### src/rtl/core/ppl_pkg.sv
// shared types and constants of the process pool list engine
// no dependencies; imported by every module of the block
package ppl_pkg;

  localparam int POOL_SIZE_DEF   = 32;
  localparam int QUEUE_COUNT_DEF = 16;

  // sized for the largest pool and queue count the block supports
  localparam int IX_W  = 9;
  localparam int TAG_W = 7;
  localparam int QX_W  = 6;

  typedef logic [IX_W-1:0]  ix_t;
  typedef logic [TAG_W-1:0] tag_t;
  typedef logic [QX_W-1:0]  qx_t;

  typedef enum logic [3:0] {
    OP_ALLOC   = 4'd0,
    OP_FREE    = 4'd1,
    OP_QINSERT = 4'd2,
    OP_QHEAD   = 4'd3,
    OP_QREMOVE = 4'd4,
    OP_QOUT    = 4'd5,
    OP_QEMPTY  = 4'd6,
    OP_CINSERT = 4'd7,
    OP_CREMOVE = 4'd8,
    OP_COUT    = 4'd9,
    OP_CEMPTY  = 4'd10
  } op_t;

  localparam logic [1:0] ST_DONE   = 2'd0;
  localparam logic [1:0] ST_MISS   = 2'd1;
  localparam logic [1:0] ST_REFUSE = 2'd2;

  typedef enum logic [1:0] {
    S_IDLE,
    S_RD1,
    S_RD2,
    S_WR
  } state_t;

  typedef struct packed {
    ix_t  nxt;
    ix_t  prv;
    tag_t tag;
    ix_t  cf;
    ix_t  cl;
    ix_t  sn;
    ix_t  sp;
    ix_t  par;
  } rec_t;

  typedef struct packed {
    logic nxt;
    logic prv;
    logic tag;
    logic cf;
    logic cl;
    logic sn;
    logic sp;
    logic par;
  } rmask_t;

  typedef struct packed {
    logic   en;
    ix_t    addr;
    rmask_t mask;
    rec_t   data;
  } rwr_t;

  typedef struct packed {
    ix_t first;
    ix_t last;
  } qrec_t;

  typedef struct packed {
    logic  en;
    qx_t   addr;
    logic  m_first;
    logic  m_last;
    qrec_t data;
  } qwr_t;

endpackage

### src/rtl/core/ppl_ent_mem.sv
// per-entry record memory: list links, membership tag, child list links
// depends on ppl_pkg; one read port with registered data, one masked write port
module ppl_ent_mem
  import ppl_pkg::*;
#(
  parameter int POOL_SIZE   = POOL_SIZE_DEF,
  parameter int QUEUE_COUNT = QUEUE_COUNT_DEF
) (
  input  logic clk,
  input  logic rst,
  input  logic rd_en,
  input  ix_t  rd_addr,
  output rec_t rd_data,
  input  rwr_t wr
);

  localparam int AW = (POOL_SIZE > 1) ? $clog2(POOL_SIZE) : 1;

  rec_t             mem [POOL_SIZE];
  logic [POOL_SIZE-1:0] vld;
  rec_t             raw;
  logic             rvld;
  logic [AW-1:0]    raddr;
  logic [AW-1:0]    wa;
  rec_t             wd;
  rec_t             wini;
  rmask_t           em;

  function automatic rec_t rec_init(input logic [AW-1:0] i);
    rec_t r;
    r.nxt = (i == '0) ? ix_t'(POOL_SIZE) : ix_t'(i) - ix_t'(1);
    r.prv = ix_t'(i) + ix_t'(1);
    r.tag = tag_t'(QUEUE_COUNT);
    r.cf  = ix_t'(POOL_SIZE);
    r.cl  = ix_t'(POOL_SIZE);
    r.sn  = ix_t'(POOL_SIZE);
    r.sp  = ix_t'(POOL_SIZE);
    r.par = ix_t'(POOL_SIZE);
    return r;
  endfunction

  assign wa   = wr.addr[AW-1:0];
  assign wini = rec_init(wa);

  // an entry never written takes its reset value in the fields not written
  always_comb begin
    em     = wr.mask | {$bits(rmask_t){~vld[wa]}};
    wd.nxt = wr.mask.nxt ? wr.data.nxt : wini.nxt;
    wd.prv = wr.mask.prv ? wr.data.prv : wini.prv;
    wd.tag = wr.mask.tag ? wr.data.tag : wini.tag;
    wd.cf  = wr.mask.cf  ? wr.data.cf  : wini.cf;
    wd.cl  = wr.mask.cl  ? wr.data.cl  : wini.cl;
    wd.sn  = wr.mask.sn  ? wr.data.sn  : wini.sn;
    wd.sp  = wr.mask.sp  ? wr.data.sp  : wini.sp;
    wd.par = wr.mask.par ? wr.data.par : wini.par;
  end

  always_ff @(posedge clk) begin
    if (wr.en) begin
      if (em.nxt) mem[wa].nxt <= wd.nxt;
      if (em.prv) mem[wa].prv <= wd.prv;
      if (em.tag) mem[wa].tag <= wd.tag;
      if (em.cf)  mem[wa].cf  <= wd.cf;
      if (em.cl)  mem[wa].cl  <= wd.cl;
      if (em.sn)  mem[wa].sn  <= wd.sn;
      if (em.sp)  mem[wa].sp  <= wd.sp;
      if (em.par) mem[wa].par <= wd.par;
    end
    if (rd_en) begin
      raw   <= mem[rd_addr[AW-1:0]];
      rvld  <= vld[rd_addr[AW-1:0]];
      raddr <= rd_addr[AW-1:0];
    end
  end

  always_ff @(posedge clk) begin
    if (rst) begin
      vld <= '0;
    end else if (wr.en) begin
      vld[wa] <= 1'b1;
    end
  end

  assign rd_data = rvld ? raw : rec_init(raddr);

endmodule

### src/rtl/core/ppl_q_mem.sv
// process queue head and tail memory
// depends on ppl_pkg; one read port with registered data, one masked write port
module ppl_q_mem
  import ppl_pkg::*;
#(
  parameter int POOL_SIZE   = POOL_SIZE_DEF,
  parameter int QUEUE_COUNT = QUEUE_COUNT_DEF
) (
  input  logic  clk,
  input  logic  rst,
  input  logic  rd_en,
  input  qx_t   rd_addr,
  output qrec_t rd_data,
  input  qwr_t  wr
);

  localparam int QA = (QUEUE_COUNT > 1) ? $clog2(QUEUE_COUNT) : 1;

  qrec_t                  mem [QUEUE_COUNT];
  logic [QUEUE_COUNT-1:0] vld;
  qrec_t                  raw;
  logic                   rvld;
  logic [QA-1:0]          wa;

  assign wa = wr.addr[QA-1:0];

  always_ff @(posedge clk) begin
    if (wr.en) begin
      if (wr.m_first || !vld[wa]) begin
        mem[wa].first <= wr.m_first ? wr.data.first : ix_t'(POOL_SIZE);
      end
      if (wr.m_last || !vld[wa]) begin
        mem[wa].last <= wr.m_last ? wr.data.last : ix_t'(POOL_SIZE);
      end
    end
    if (rd_en) begin
      raw  <= mem[rd_addr[QA-1:0]];
      rvld <= vld[rd_addr[QA-1:0]];
    end
  end

  always_ff @(posedge clk) begin
    if (rst) begin
      vld <= '0;
    end else if (wr.en) begin
      vld[wa] <= 1'b1;
    end
  end

  assign rd_data = rvld ? raw : qrec_t'{first: ix_t'(POOL_SIZE), last: ix_t'(POOL_SIZE)};

endmodule

### src/rtl/core/ppl_ctrl.sv
// operation sequencer: reads records, plans up to three masked writes, commits
// depends on ppl_pkg; drives ppl_ent_mem and ppl_q_mem, owns free stack top
module ppl_ctrl
  import ppl_pkg::*;
#(
  parameter int POOL_SIZE   = POOL_SIZE_DEF,
  parameter int QUEUE_COUNT = QUEUE_COUNT_DEF
) (
  input  logic        clk,
  input  logic        rst,
  input  logic        req_valid,
  output logic        req_stall,
  input  logic [3:0]  op,
  input  logic [4:0]  entry,
  input  logic [4:0]  parent,
  input  logic [3:0]  queue,
  output logic        rsp_valid,
  input  logic        rsp_stall,
  output logic [1:0]  status,
  output logic [4:0]  result_entry,
  output logic        is_empty,
  output logic        ent_rd_en,
  output ix_t         ent_rd_addr,
  input  rec_t        ent_rd_data,
  output rwr_t        ent_wr,
  output logic        q_rd_en,
  output qx_t         q_rd_addr,
  input  qrec_t       q_rd_data,
  output qwr_t        q_wr
);

  localparam ix_t  NONE     = ix_t'(POOL_SIZE);
  localparam tag_t TAG_FREE = tag_t'(QUEUE_COUNT);
  localparam tag_t TAG_IDLE = tag_t'(QUEUE_COUNT + 1);

  state_t     state, state_next;
  ix_t        ft;
  logic [3:0] op_r;
  ix_t        e_r;
  ix_t        par_r;
  logic [3:0] q_r;
  rec_t       ra;
  rwr_t       w_q [3];
  qwr_t       qw_q;
  ix_t        ft_q;
  logic [1:0] st_q;
  ix_t        res_q;
  logic       emp_q;
  logic [1:0] last_q;
  logic [1:0] k;

  rwr_t       p_w [3];
  qwr_t       p_qw;
  ix_t        p_ft;
  logic [1:0] p_st;
  ix_t        p_res;
  logic       p_emp;
  logic [1:0] p_last;

  logic       accept;
  logic       finish;
  logic       e_ok, q_ok, par_ok;
  rec_t       rb;
  qrec_t      qa;
  ix_t        un_n, un_p, un_pa;

  function automatic logic is_none(input ix_t x);
    return x >= NONE;
  endfunction

  assign accept    = req_valid && (state == S_IDLE);
  assign req_stall = (state != S_IDLE);
  assign finish    = (state == S_WR) && (k == last_q) && (!rsp_valid || !rsp_stall);

  assign ent_rd_en   = accept || (state == S_RD1);
  assign q_rd_en     = accept;
  assign q_rd_addr   = qx_t'(queue);
  assign rb          = ent_rd_data;
  assign qa          = q_rd_data;

  always_comb begin
    ent_rd_addr = ix_t'(entry);
    if (state == S_IDLE) begin
      ent_rd_addr = (op == OP_ALLOC) ? ft : ix_t'(entry);
    end else begin
      case (op_r)
        OP_CINSERT: ent_rd_addr = par_r;
        OP_CREMOVE: ent_rd_addr = ent_rd_data.cf;
        OP_QREMOVE: ent_rd_addr = q_rd_data.first;
        default:    ent_rd_addr = e_r;
      endcase
    end
  end

  assign e_ok   = e_r < NONE;
  assign par_ok = par_r < NONE;
  assign q_ok   = {2'b0, q_r} < QX_W'(QUEUE_COUNT);

  always_ff @(posedge clk) begin
    if (rst) begin
      state <= S_IDLE;
    end else begin
      state <= state_next;
    end
  end

  always_comb begin
    state_next = state;
    case (state)
      S_IDLE:  if (accept) state_next = S_RD1;
      S_RD1:   state_next = S_RD2;
      S_RD2:   state_next = S_WR;
      S_WR:    if (finish) state_next = S_IDLE;
      default: state_next = S_IDLE;
    endcase
  end

  // write plan for the item, built from the record reads
  always_comb begin
    for (int i = 0; i < 3; i++) begin
      p_w[i] = '0;
    end
    p_qw  = '0;
    p_qw.addr = qx_t'(q_r);
    p_ft  = ft;
    p_st  = ST_REFUSE;
    p_res = '0;
    p_emp = 1'b0;
    un_n  = NONE;
    un_p  = NONE;
    un_pa = NONE;
    case (op_r)
      OP_ALLOC: begin
        if (is_none(ft)) begin
          p_st = ST_MISS;
        end else begin
          p_st  = ST_DONE;
          p_res = ft;
          p_ft  = ra.nxt;
          p_w[0].en   = 1'b1;
          p_w[0].addr = ft;
          p_w[0].mask = '1;
          p_w[0].data = '{nxt: NONE, prv: NONE, tag: TAG_IDLE, cf: NONE, cl: NONE,
                          sn: NONE, sp: NONE, par: NONE};
          if (!is_none(ra.nxt)) begin
            p_w[1].en       = 1'b1;
            p_w[1].addr     = ra.nxt;
            p_w[1].mask.prv = 1'b1;
            p_w[1].data.prv = NONE;
          end
        end
      end
      OP_FREE: begin
        if (e_ok) begin
          if (ra.tag == TAG_FREE) begin
            p_st  = ST_DONE;
            p_res = e_r;
          end else if (ra.tag == TAG_IDLE && is_none(ra.par) && is_none(ra.cf)) begin
            p_st  = ST_DONE;
            p_res = e_r;
            p_ft  = e_r;
            p_w[0].en       = 1'b1;
            p_w[0].addr     = e_r;
            p_w[0].mask.nxt = 1'b1;
            p_w[0].mask.prv = 1'b1;
            p_w[0].mask.tag = 1'b1;
            p_w[0].data.nxt = ft;
            p_w[0].data.prv = NONE;
            p_w[0].data.tag = TAG_FREE;
            if (!is_none(ft)) begin
              p_w[1].en       = 1'b1;
              p_w[1].addr     = ft;
              p_w[1].mask.prv = 1'b1;
              p_w[1].data.prv = e_r;
            end
          end
        end
      end
      OP_QINSERT: begin
        if (e_ok && q_ok && ra.tag == TAG_IDLE) begin
          p_st  = ST_DONE;
          p_res = e_r;
          p_w[0].en       = 1'b1;
          p_w[0].addr     = e_r;
          p_w[0].mask.nxt = 1'b1;
          p_w[0].mask.prv = 1'b1;
          p_w[0].mask.tag = 1'b1;
          p_w[0].data.nxt = NONE;
          p_w[0].data.prv = qa.last;
          p_w[0].data.tag = tag_t'(q_r);
          p_qw.en         = 1'b1;
          p_qw.m_last     = 1'b1;
          p_qw.data.last  = e_r;
          p_qw.data.first = e_r;
          if (!is_none(qa.last)) begin
            p_w[1].en       = 1'b1;
            p_w[1].addr     = qa.last;
            p_w[1].mask.nxt = 1'b1;
            p_w[1].data.nxt = e_r;
          end else begin
            p_qw.m_first = 1'b1;
          end
        end
      end
      OP_QHEAD, OP_QREMOVE, OP_QOUT: begin
        if (op_r == OP_QOUT) begin
          if (e_ok && q_ok) begin
            if (ra.tag != tag_t'(q_r)) begin
              p_st = ST_MISS;
            end else begin
              p_st  = ST_DONE;
              p_res = e_r;
              un_n  = ra.nxt;
              un_p  = ra.prv;
            end
          end
        end else if (q_ok) begin
          if (is_none(qa.first)) begin
            p_st  = ST_MISS;
            p_emp = 1'b1;
          end else begin
            p_st  = ST_DONE;
            p_res = qa.first;
            un_n  = rb.nxt;
            un_p  = rb.prv;
          end
        end
        if (p_st == ST_DONE && op_r != OP_QHEAD) begin
          p_w[0].en       = 1'b1;
          p_w[0].addr     = p_res;
          p_w[0].mask.nxt = 1'b1;
          p_w[0].mask.prv = 1'b1;
          p_w[0].mask.tag = 1'b1;
          p_w[0].data.nxt = NONE;
          p_w[0].data.prv = NONE;
          p_w[0].data.tag = TAG_IDLE;
          p_qw.data.first = un_n;
          p_qw.data.last  = un_p;
          p_qw.m_first    = is_none(un_p);
          p_qw.m_last     = is_none(un_n);
          p_qw.en         = is_none(un_p) || is_none(un_n);
          if (!is_none(un_p)) begin
            p_w[1].en       = 1'b1;
            p_w[1].addr     = un_p;
            p_w[1].mask.nxt = 1'b1;
            p_w[1].data.nxt = un_n;
          end
          if (!is_none(un_n)) begin
            p_w[2].en       = 1'b1;
            p_w[2].addr     = un_n;
            p_w[2].mask.prv = 1'b1;
            p_w[2].data.prv = un_p;
          end
        end
      end
      OP_QEMPTY: begin
        if (q_ok) begin
          p_st  = ST_DONE;
          p_emp = is_none(qa.first);
        end
      end
      OP_CINSERT: begin
        if (e_ok && par_ok && e_r != par_r && ra.tag != TAG_FREE && rb.tag != TAG_FREE
            && is_none(ra.par)) begin
          p_st  = ST_DONE;
          p_res = e_r;
          p_w[0].en       = 1'b1;
          p_w[0].addr     = e_r;
          p_w[0].mask.sn  = 1'b1;
          p_w[0].mask.sp  = 1'b1;
          p_w[0].mask.par = 1'b1;
          p_w[0].data.sn  = NONE;
          p_w[0].data.sp  = rb.cl;
          p_w[0].data.par = par_r;
          if (!is_none(rb.cl)) begin
            p_w[1].en      = 1'b1;
            p_w[1].addr    = rb.cl;
            p_w[1].mask.sn = 1'b1;
            p_w[1].data.sn = e_r;
            p_w[2].en      = 1'b1;
            p_w[2].addr    = par_r;
            p_w[2].mask.cl = 1'b1;
            p_w[2].data.cl = e_r;
          end else begin
            p_w[1].en      = 1'b1;
            p_w[1].addr    = par_r;
            p_w[1].mask.cf = 1'b1;
            p_w[1].mask.cl = 1'b1;
            p_w[1].data.cf = e_r;
            p_w[1].data.cl = e_r;
          end
        end
      end
      OP_CREMOVE, OP_COUT: begin
        if (e_ok) begin
          if (op_r == OP_CREMOVE) begin
            if (is_none(ra.cf)) begin
              p_st  = ST_MISS;
              p_emp = 1'b1;
            end else begin
              p_st  = ST_DONE;
              p_res = ra.cf;
              un_n  = rb.sn;
              un_p  = rb.sp;
              un_pa = rb.par;
            end
          end else if (is_none(ra.par)) begin
            p_st = ST_MISS;
          end else begin
            p_st  = ST_DONE;
            p_res = e_r;
            un_n  = ra.sn;
            un_p  = ra.sp;
            un_pa = ra.par;
          end
        end
        if (p_st == ST_DONE && !is_none(un_pa)) begin
          p_w[0].en       = 1'b1;
          p_w[0].addr     = p_res;
          p_w[0].mask.sn  = 1'b1;
          p_w[0].mask.sp  = 1'b1;
          p_w[0].mask.par = 1'b1;
          p_w[0].data.sn  = NONE;
          p_w[0].data.sp  = NONE;
          p_w[0].data.par = NONE;
          p_w[1].en       = 1'b1;
          if (!is_none(un_p)) begin
            p_w[1].addr    = un_p;
            p_w[1].mask.sn = 1'b1;
            p_w[1].data.sn = un_n;
          end else begin
            p_w[1].addr    = un_pa;
            p_w[1].mask.cf = 1'b1;
            p_w[1].data.cf = un_n;
            p_w[1].mask.cl = is_none(un_n);
            p_w[1].data.cl = un_p;
          end
          if (!is_none(un_n)) begin
            p_w[2].en      = 1'b1;
            p_w[2].addr    = un_n;
            p_w[2].mask.sp = 1'b1;
            p_w[2].data.sp = un_p;
          end else if (!is_none(un_p)) begin
            p_w[2].en      = 1'b1;
            p_w[2].addr    = un_pa;
            p_w[2].mask.cl = 1'b1;
            p_w[2].data.cl = un_p;
          end
        end
      end
      OP_CEMPTY: begin
        if (e_ok) begin
          p_st  = ST_DONE;
          p_emp = is_none(ra.cf);
        end
      end
      default: begin
        p_st = ST_REFUSE;
      end
    endcase
    if (p_st != ST_DONE) begin
      p_res = '0;
    end
    p_last = p_w[2].en ? 2'd2 : (p_w[1].en ? 2'd1 : 2'd0);
  end

  always_ff @(posedge clk) begin
    if (accept) begin
      op_r  <= op;
      e_r   <= ix_t'(entry);
      par_r <= ix_t'(parent);
      q_r   <= queue;
    end
    if (state == S_RD1) begin
      ra <= ent_rd_data;
    end
    if (state == S_RD2) begin
      for (int i = 0; i < 3; i++) begin
        w_q[i] <= p_w[i];
      end
      qw_q   <= p_qw;
      ft_q   <= p_ft;
      st_q   <= p_st;
      res_q  <= p_res;
      emp_q  <= p_emp;
      last_q <= p_last;
    end
    if (finish) begin
      status       <= st_q;
      result_entry <= res_q[4:0];
      is_empty     <= emp_q;
    end
  end

  always_ff @(posedge clk) begin
    if (rst) begin
      ft        <= ix_t'(POOL_SIZE - 1);
      k         <= '0;
      rsp_valid <= 1'b0;
    end else begin
      if (state == S_WR && k == 2'd0) begin
        ft <= ft_q;
      end
      if (state == S_RD2) begin
        k <= '0;
      end else if (state == S_WR && k != last_q) begin
        k <= k + 2'd1;
      end
      if (finish) begin
        rsp_valid <= 1'b1;
      end else if (!rsp_stall) begin
        rsp_valid <= 1'b0;
      end
    end
  end

  always_comb begin
    ent_wr = '0;
    q_wr   = '0;
    if (state == S_WR) begin
      ent_wr = w_q[k];
      if (k == 2'd0) begin
        q_wr = qw_q;
      end
    end
  end

endmodule

### src/rtl/core/process_pool_list_engine.sv
// channel | beat contents                          | handshake
// request | op, entry, parent, queue               | req_valid / req_stall
// result  | status, result_entry, is_empty         | rsp_valid / rsp_stall
//
// one request at a time: accept, two record reads, then up to three writes
// (one per linked record touched) through the entry memory port
// req_stall stays high from acceptance until the result is in the output register
// a stalled result holds the sequencer in its last write cycle
// reset is synchronous; memory contents need no clearing pass, per-entry valid bits
// give the reset links
module process_pool_list_engine
  import ppl_pkg::*;
#(
  parameter int POOL_SIZE   = POOL_SIZE_DEF,
  parameter int QUEUE_COUNT = QUEUE_COUNT_DEF
) (
  input  logic       clk,
  input  logic       rst,
  input  logic       req_valid,
  output logic       req_stall,
  input  logic [3:0] op,
  input  logic [4:0] entry,
  input  logic [4:0] parent,
  input  logic [3:0] queue,
  output logic       rsp_valid,
  input  logic       rsp_stall,
  output logic [1:0] status,
  output logic [4:0] result_entry,
  output logic       is_empty
);

  logic  ent_rd_en;
  ix_t   ent_rd_addr;
  rec_t  ent_rd_data;
  rwr_t  ent_wr;
  logic  q_rd_en;
  qx_t   q_rd_addr;
  qrec_t q_rd_data;
  qwr_t  q_wr;

  ppl_ctrl #(
    .POOL_SIZE   (POOL_SIZE),
    .QUEUE_COUNT (QUEUE_COUNT)
  ) u_ctrl (
    .clk          (clk),
    .rst          (rst),
    .req_valid    (req_valid),
    .req_stall    (req_stall),
    .op           (op),
    .entry        (entry),
    .parent       (parent),
    .queue        (queue),
    .rsp_valid    (rsp_valid),
    .rsp_stall    (rsp_stall),
    .status       (status),
    .result_entry (result_entry),
    .is_empty     (is_empty),
    .ent_rd_en    (ent_rd_en),
    .ent_rd_addr  (ent_rd_addr),
    .ent_rd_data  (ent_rd_data),
    .ent_wr       (ent_wr),
    .q_rd_en      (q_rd_en),
    .q_rd_addr    (q_rd_addr),
    .q_rd_data    (q_rd_data),
    .q_wr         (q_wr)
  );

  ppl_ent_mem #(
    .POOL_SIZE   (POOL_SIZE),
    .QUEUE_COUNT (QUEUE_COUNT)
  ) u_ent_mem (
    .clk     (clk),
    .rst     (rst),
    .rd_en   (ent_rd_en),
    .rd_addr (ent_rd_addr),
    .rd_data (ent_rd_data),
    .wr      (ent_wr)
  );

  ppl_q_mem #(
    .POOL_SIZE   (POOL_SIZE),
    .QUEUE_COUNT (QUEUE_COUNT)
  ) u_q_mem (
    .clk     (clk),
    .rst     (rst),
    .rd_en   (q_rd_en),
    .rd_addr (q_rd_addr),
    .rd_data (q_rd_data),
    .wr      (q_wr)
  );

endmodule

### config.mk
export PLATFORM = sky130hd
export DESIGN_NAME = process_pool_list_engine
export DESIGN_NICKNAME = d
export VERILOG_FILES = /design/src/rtl/core/ppl_pkg.sv /design/src/rtl/core/ppl_ent_mem.sv /design/src/rtl/core/ppl_q_mem.sv /design/src/rtl/core/ppl_ctrl.sv /design/src/rtl/core/process_pool_list_engine.sv
export SDC_FILE = /design/constraint.sdc
export NUM_CORES = 2
export LEC_CHECK = 0
export BUFFER_PORTS_ARGS = -buffer_cell sky130_fd_sc_hd__clkbuf_2
export CORE_MARGIN = 2
export CORE_UTILIZATION = 50
export DETAILED_ROUTE_END_ITERATION = 16
export PLACE_DENSITY_LB_ADDON = 0.2
export SKIP_CTS_REPAIR_TIMING = 1
export SKIP_LAST_GASP = 1
export SYNTH_ARGS = -nofsm -noshare
export SYNTH_HDL_FRONTEND = slang
export SYNTH_HIERARCHICAL = 1
export SYNTH_SLANG_ARGS = --single-unit
### constraint.sdc
create_clock -name clk -period 7.75 [get_ports clk]
set_input_delay 0.775 -clock clk [delete_from_list [all_inputs] [get_ports clk]]
set_output_delay 0.775 -clock clk [all_outputs]
set_load 0.1 [all_outputs]
==> run metrics <==
status complete, no violations; P&R area growth vs syn 11.64%; Die Ht 489.0 um; die area 239,100 um2; CP Buf/Inv Count 2; slowest cell on the critical path edfxtp_1; WP data required 8.42 ns; Critical Path Fanout Max 34; PD cells 346.8 nW/um2; Max-Cap Viols 0; final setup vio count 0; Layout Skew 0.05411 ns; vias in the first global route 61,010; via count 63,388; cell chain of the critical path nor2b_1 -> o21a_1 -> a21oi_1 -> a21oi_1 -> a21oi_4 -> buf_4 -> buf_4 -> mux4_2 -> a22o_1 -> a221oi_1 -> o21ai_0; Placer Congestion 0.9104; Buffers on Ports 31; measured slew at the worst slew-check pin 1.416 ns; cell leakage power 39.95 nW; routed wire length 332.7 mm; Die X 489.0 um; Tmin final 5.583 ns; dpl hpwl 205.4 mm; Final ANT Viol Nets 0; RSZ-0062 raised after global routing no; fillers 17,593; total clock buffers created by CTS 310; largest net degree at the start of global routing 167; FP Rows 178; Worst-path clk slew 0.06 ns; M1 wire length 130.5 mm; Final TNS setup 0 ns; Hold Crit Endpoint u_ctrl/op_r[3]; GRT overflow 0; Post-route DRC 0; Post-Synthesis Cells 6,238; GRT Resource Usage Total 27.68%; hold_ws 0.04651 ns; part of the cycle the worst path needs 72.04%; Starting Density 50.15%; Slew HR 5.591%; reg-to-reg slack, setup 2.17 ns; Worst setup SP type flip-flop; first-pass GRT wire length 466.0 mm; final net count 6,404; Avg WL per Cell 34.06 um; Hold Startpoint op[3]; Fin. Hold Viols 0; max frequency 179.1 MHz; Syn Std Cell Area 117,600 um2; clock sink count 2,954; share of layout cells above drive strength 1 19.78%; core area 234,500 um2; # H-tree levels 5; Worst Path Arrival 6.25 ns; slowest stage delay, CP 0.82 ns; Routed met3 length 36.62 mm; Skew-Pair Late Insertion Delay 0.96 ns; drt initial violations 8,664; R2R Path Start u_ctrl/op_r[3]; Worst Hold Class in -> reg; hold path depth 1; Crit path max-delay family compound AO/OA/AOI/OAI gates; Yosys warning count 6; Max Slew Vio Count 0; Routed met2 length 152.4 mm; R2R cell count 11; Top Metal Used met5; maximum VDD drop 386.5 uV; CP endpoint kind flip-flop; CTS tree built; root buffer cell clkbuf_16; I/O pin cnt 32; drt pass-1 iters 6; via/cell ratio 6.490; reg-to-reg critical path endpoint u_ent_mem/raw[18]; Synth Area per Inst 18.85 um2; initial antenna violation count 22; clk buf depth 4; kind of critical path reg -> reg
## per-stage QoR
stage,total power [mW],cells,setup WS [ns],area [um2],utilization [%]
final,45.54,9767,2.167,131300,55.98
after detailed placement,31.67,9201,1.992,121800,51.93
after CTS,45.57,9736,2.235,131100,55.92
after global routing,46.79,9748,1.917,131200,55.96
after floorplan,27.01,6246,2.447,117600,-
after global placement,31.62,9200,2.067,121800,51.92
## sequential cells by signal (all words and copies together) (netlist names), 2 cells and up, named ones only
signal,count
u_ent_mem/mem,2240
u_q_mem/mem,288
u_ctrl/w_q,136
u_ent_mem/raw,70
u_ctrl/ra,61
u_ent_mem/vld,32
u_ctrl/qw_q,25
u_q_mem/raw,18
u_q_mem/vld,16
u_ctrl/ft,9
u_ctrl/ft_q,9
u_ctrl/e_r,5
u_ctrl/par_r,5
u_ctrl/res_q,5
u_ctrl/result_entry,5
u_ent_mem/raddr,5
u_ctrl/op_r,4
u_ctrl/q_r,4
u_ctrl/k,2
u_ctrl/last_q,2
u_ctrl/st_q,2
u_ctrl/state,2
u_ctrl/status,2
## area by class of cell
type	instances	area [um2]	share of cell area [%]
multi-input cells	2857	28000	21.32
repair buffers	213	1733	1.320
diodes	23	57.56	0.04384
flip-flops and latches	2954	88060	67.08
clock buffers	390	8248	6.282
clock inverters	145	1107	0.8434
well taps	3150	3941	3.002
inverters	35	138.9	0.1058
## worst register-to-register path: stages (launching register included)
cell      delay [ns]
edfxtp_1        0.82
nor2b_1         0.39
o21a_1          0.27
a21oi_1         0.34
a21oi_1         0.23
a21oi_4         0.34
buf_4           0.53
buf_4           0.70
mux4_2          0.62
a22o_1          0.28
a221oi_1        0.65
o21ai_0         0.16
## worst max path at each step
stage,from,end,cells past startpoint
CTS,u_ctrl/op_r[3],u_ent_mem/raw[18],11
detailed placement,op[1],u_ent_mem/raw[18],10
global route,u_ctrl/op_r[3],u_ent_mem/raw[18],11
global placement,op[1],u_ent_mem/raw[18],10
finish,u_ctrl/op_r[3],u_ent_mem/raw[18],11
floorplan,u_ctrl/state[0],flip-flop,3
## cells in the final DEF, fill, tap and decap left out, types with 21 or more instances in the layout
cell type  instances
clkbuf_16        318
a22o_1           104
nand3_1           32
mux2i_1          305
a21oi_1          147
clkinv_2          53
edfxtp_1        2890
clkbuf_2          29
inv_1             30
o21a_1            91
nor2_1           347
and2_1           216
a221oi_1          47
nand2b_1          26
a211o_1           23
nor3_1            49
nand2_1          210
dfxtp_1           64
diode_2           23
and3_1            35
mux4_2           551
a21o_1            21
clkbuf_1          70
clkinv_1          61
a22oi_1           28
o21ai_0          113
o22ai_1           88
o221ai_1          74
buf_4            162
## per-layer routing
layer / track usage, % / vias to the layer above
met5: 0 / -
met4: 10.47 / 12
li1: - / 25663
met3: 6.876 / 671
met1: 39.20 / 33267
met2: 41.77 / 3775
## report_power, final
part | switching (mW) | total [mW] | internal (mW)
Combinational | 8.21 | 12.3 | 4.12
Sequential | 0.557 | 19.2 | 18.7
Clock | 5.95 | 14.0 | 8.04
Power figures use the tool's default switching activity.
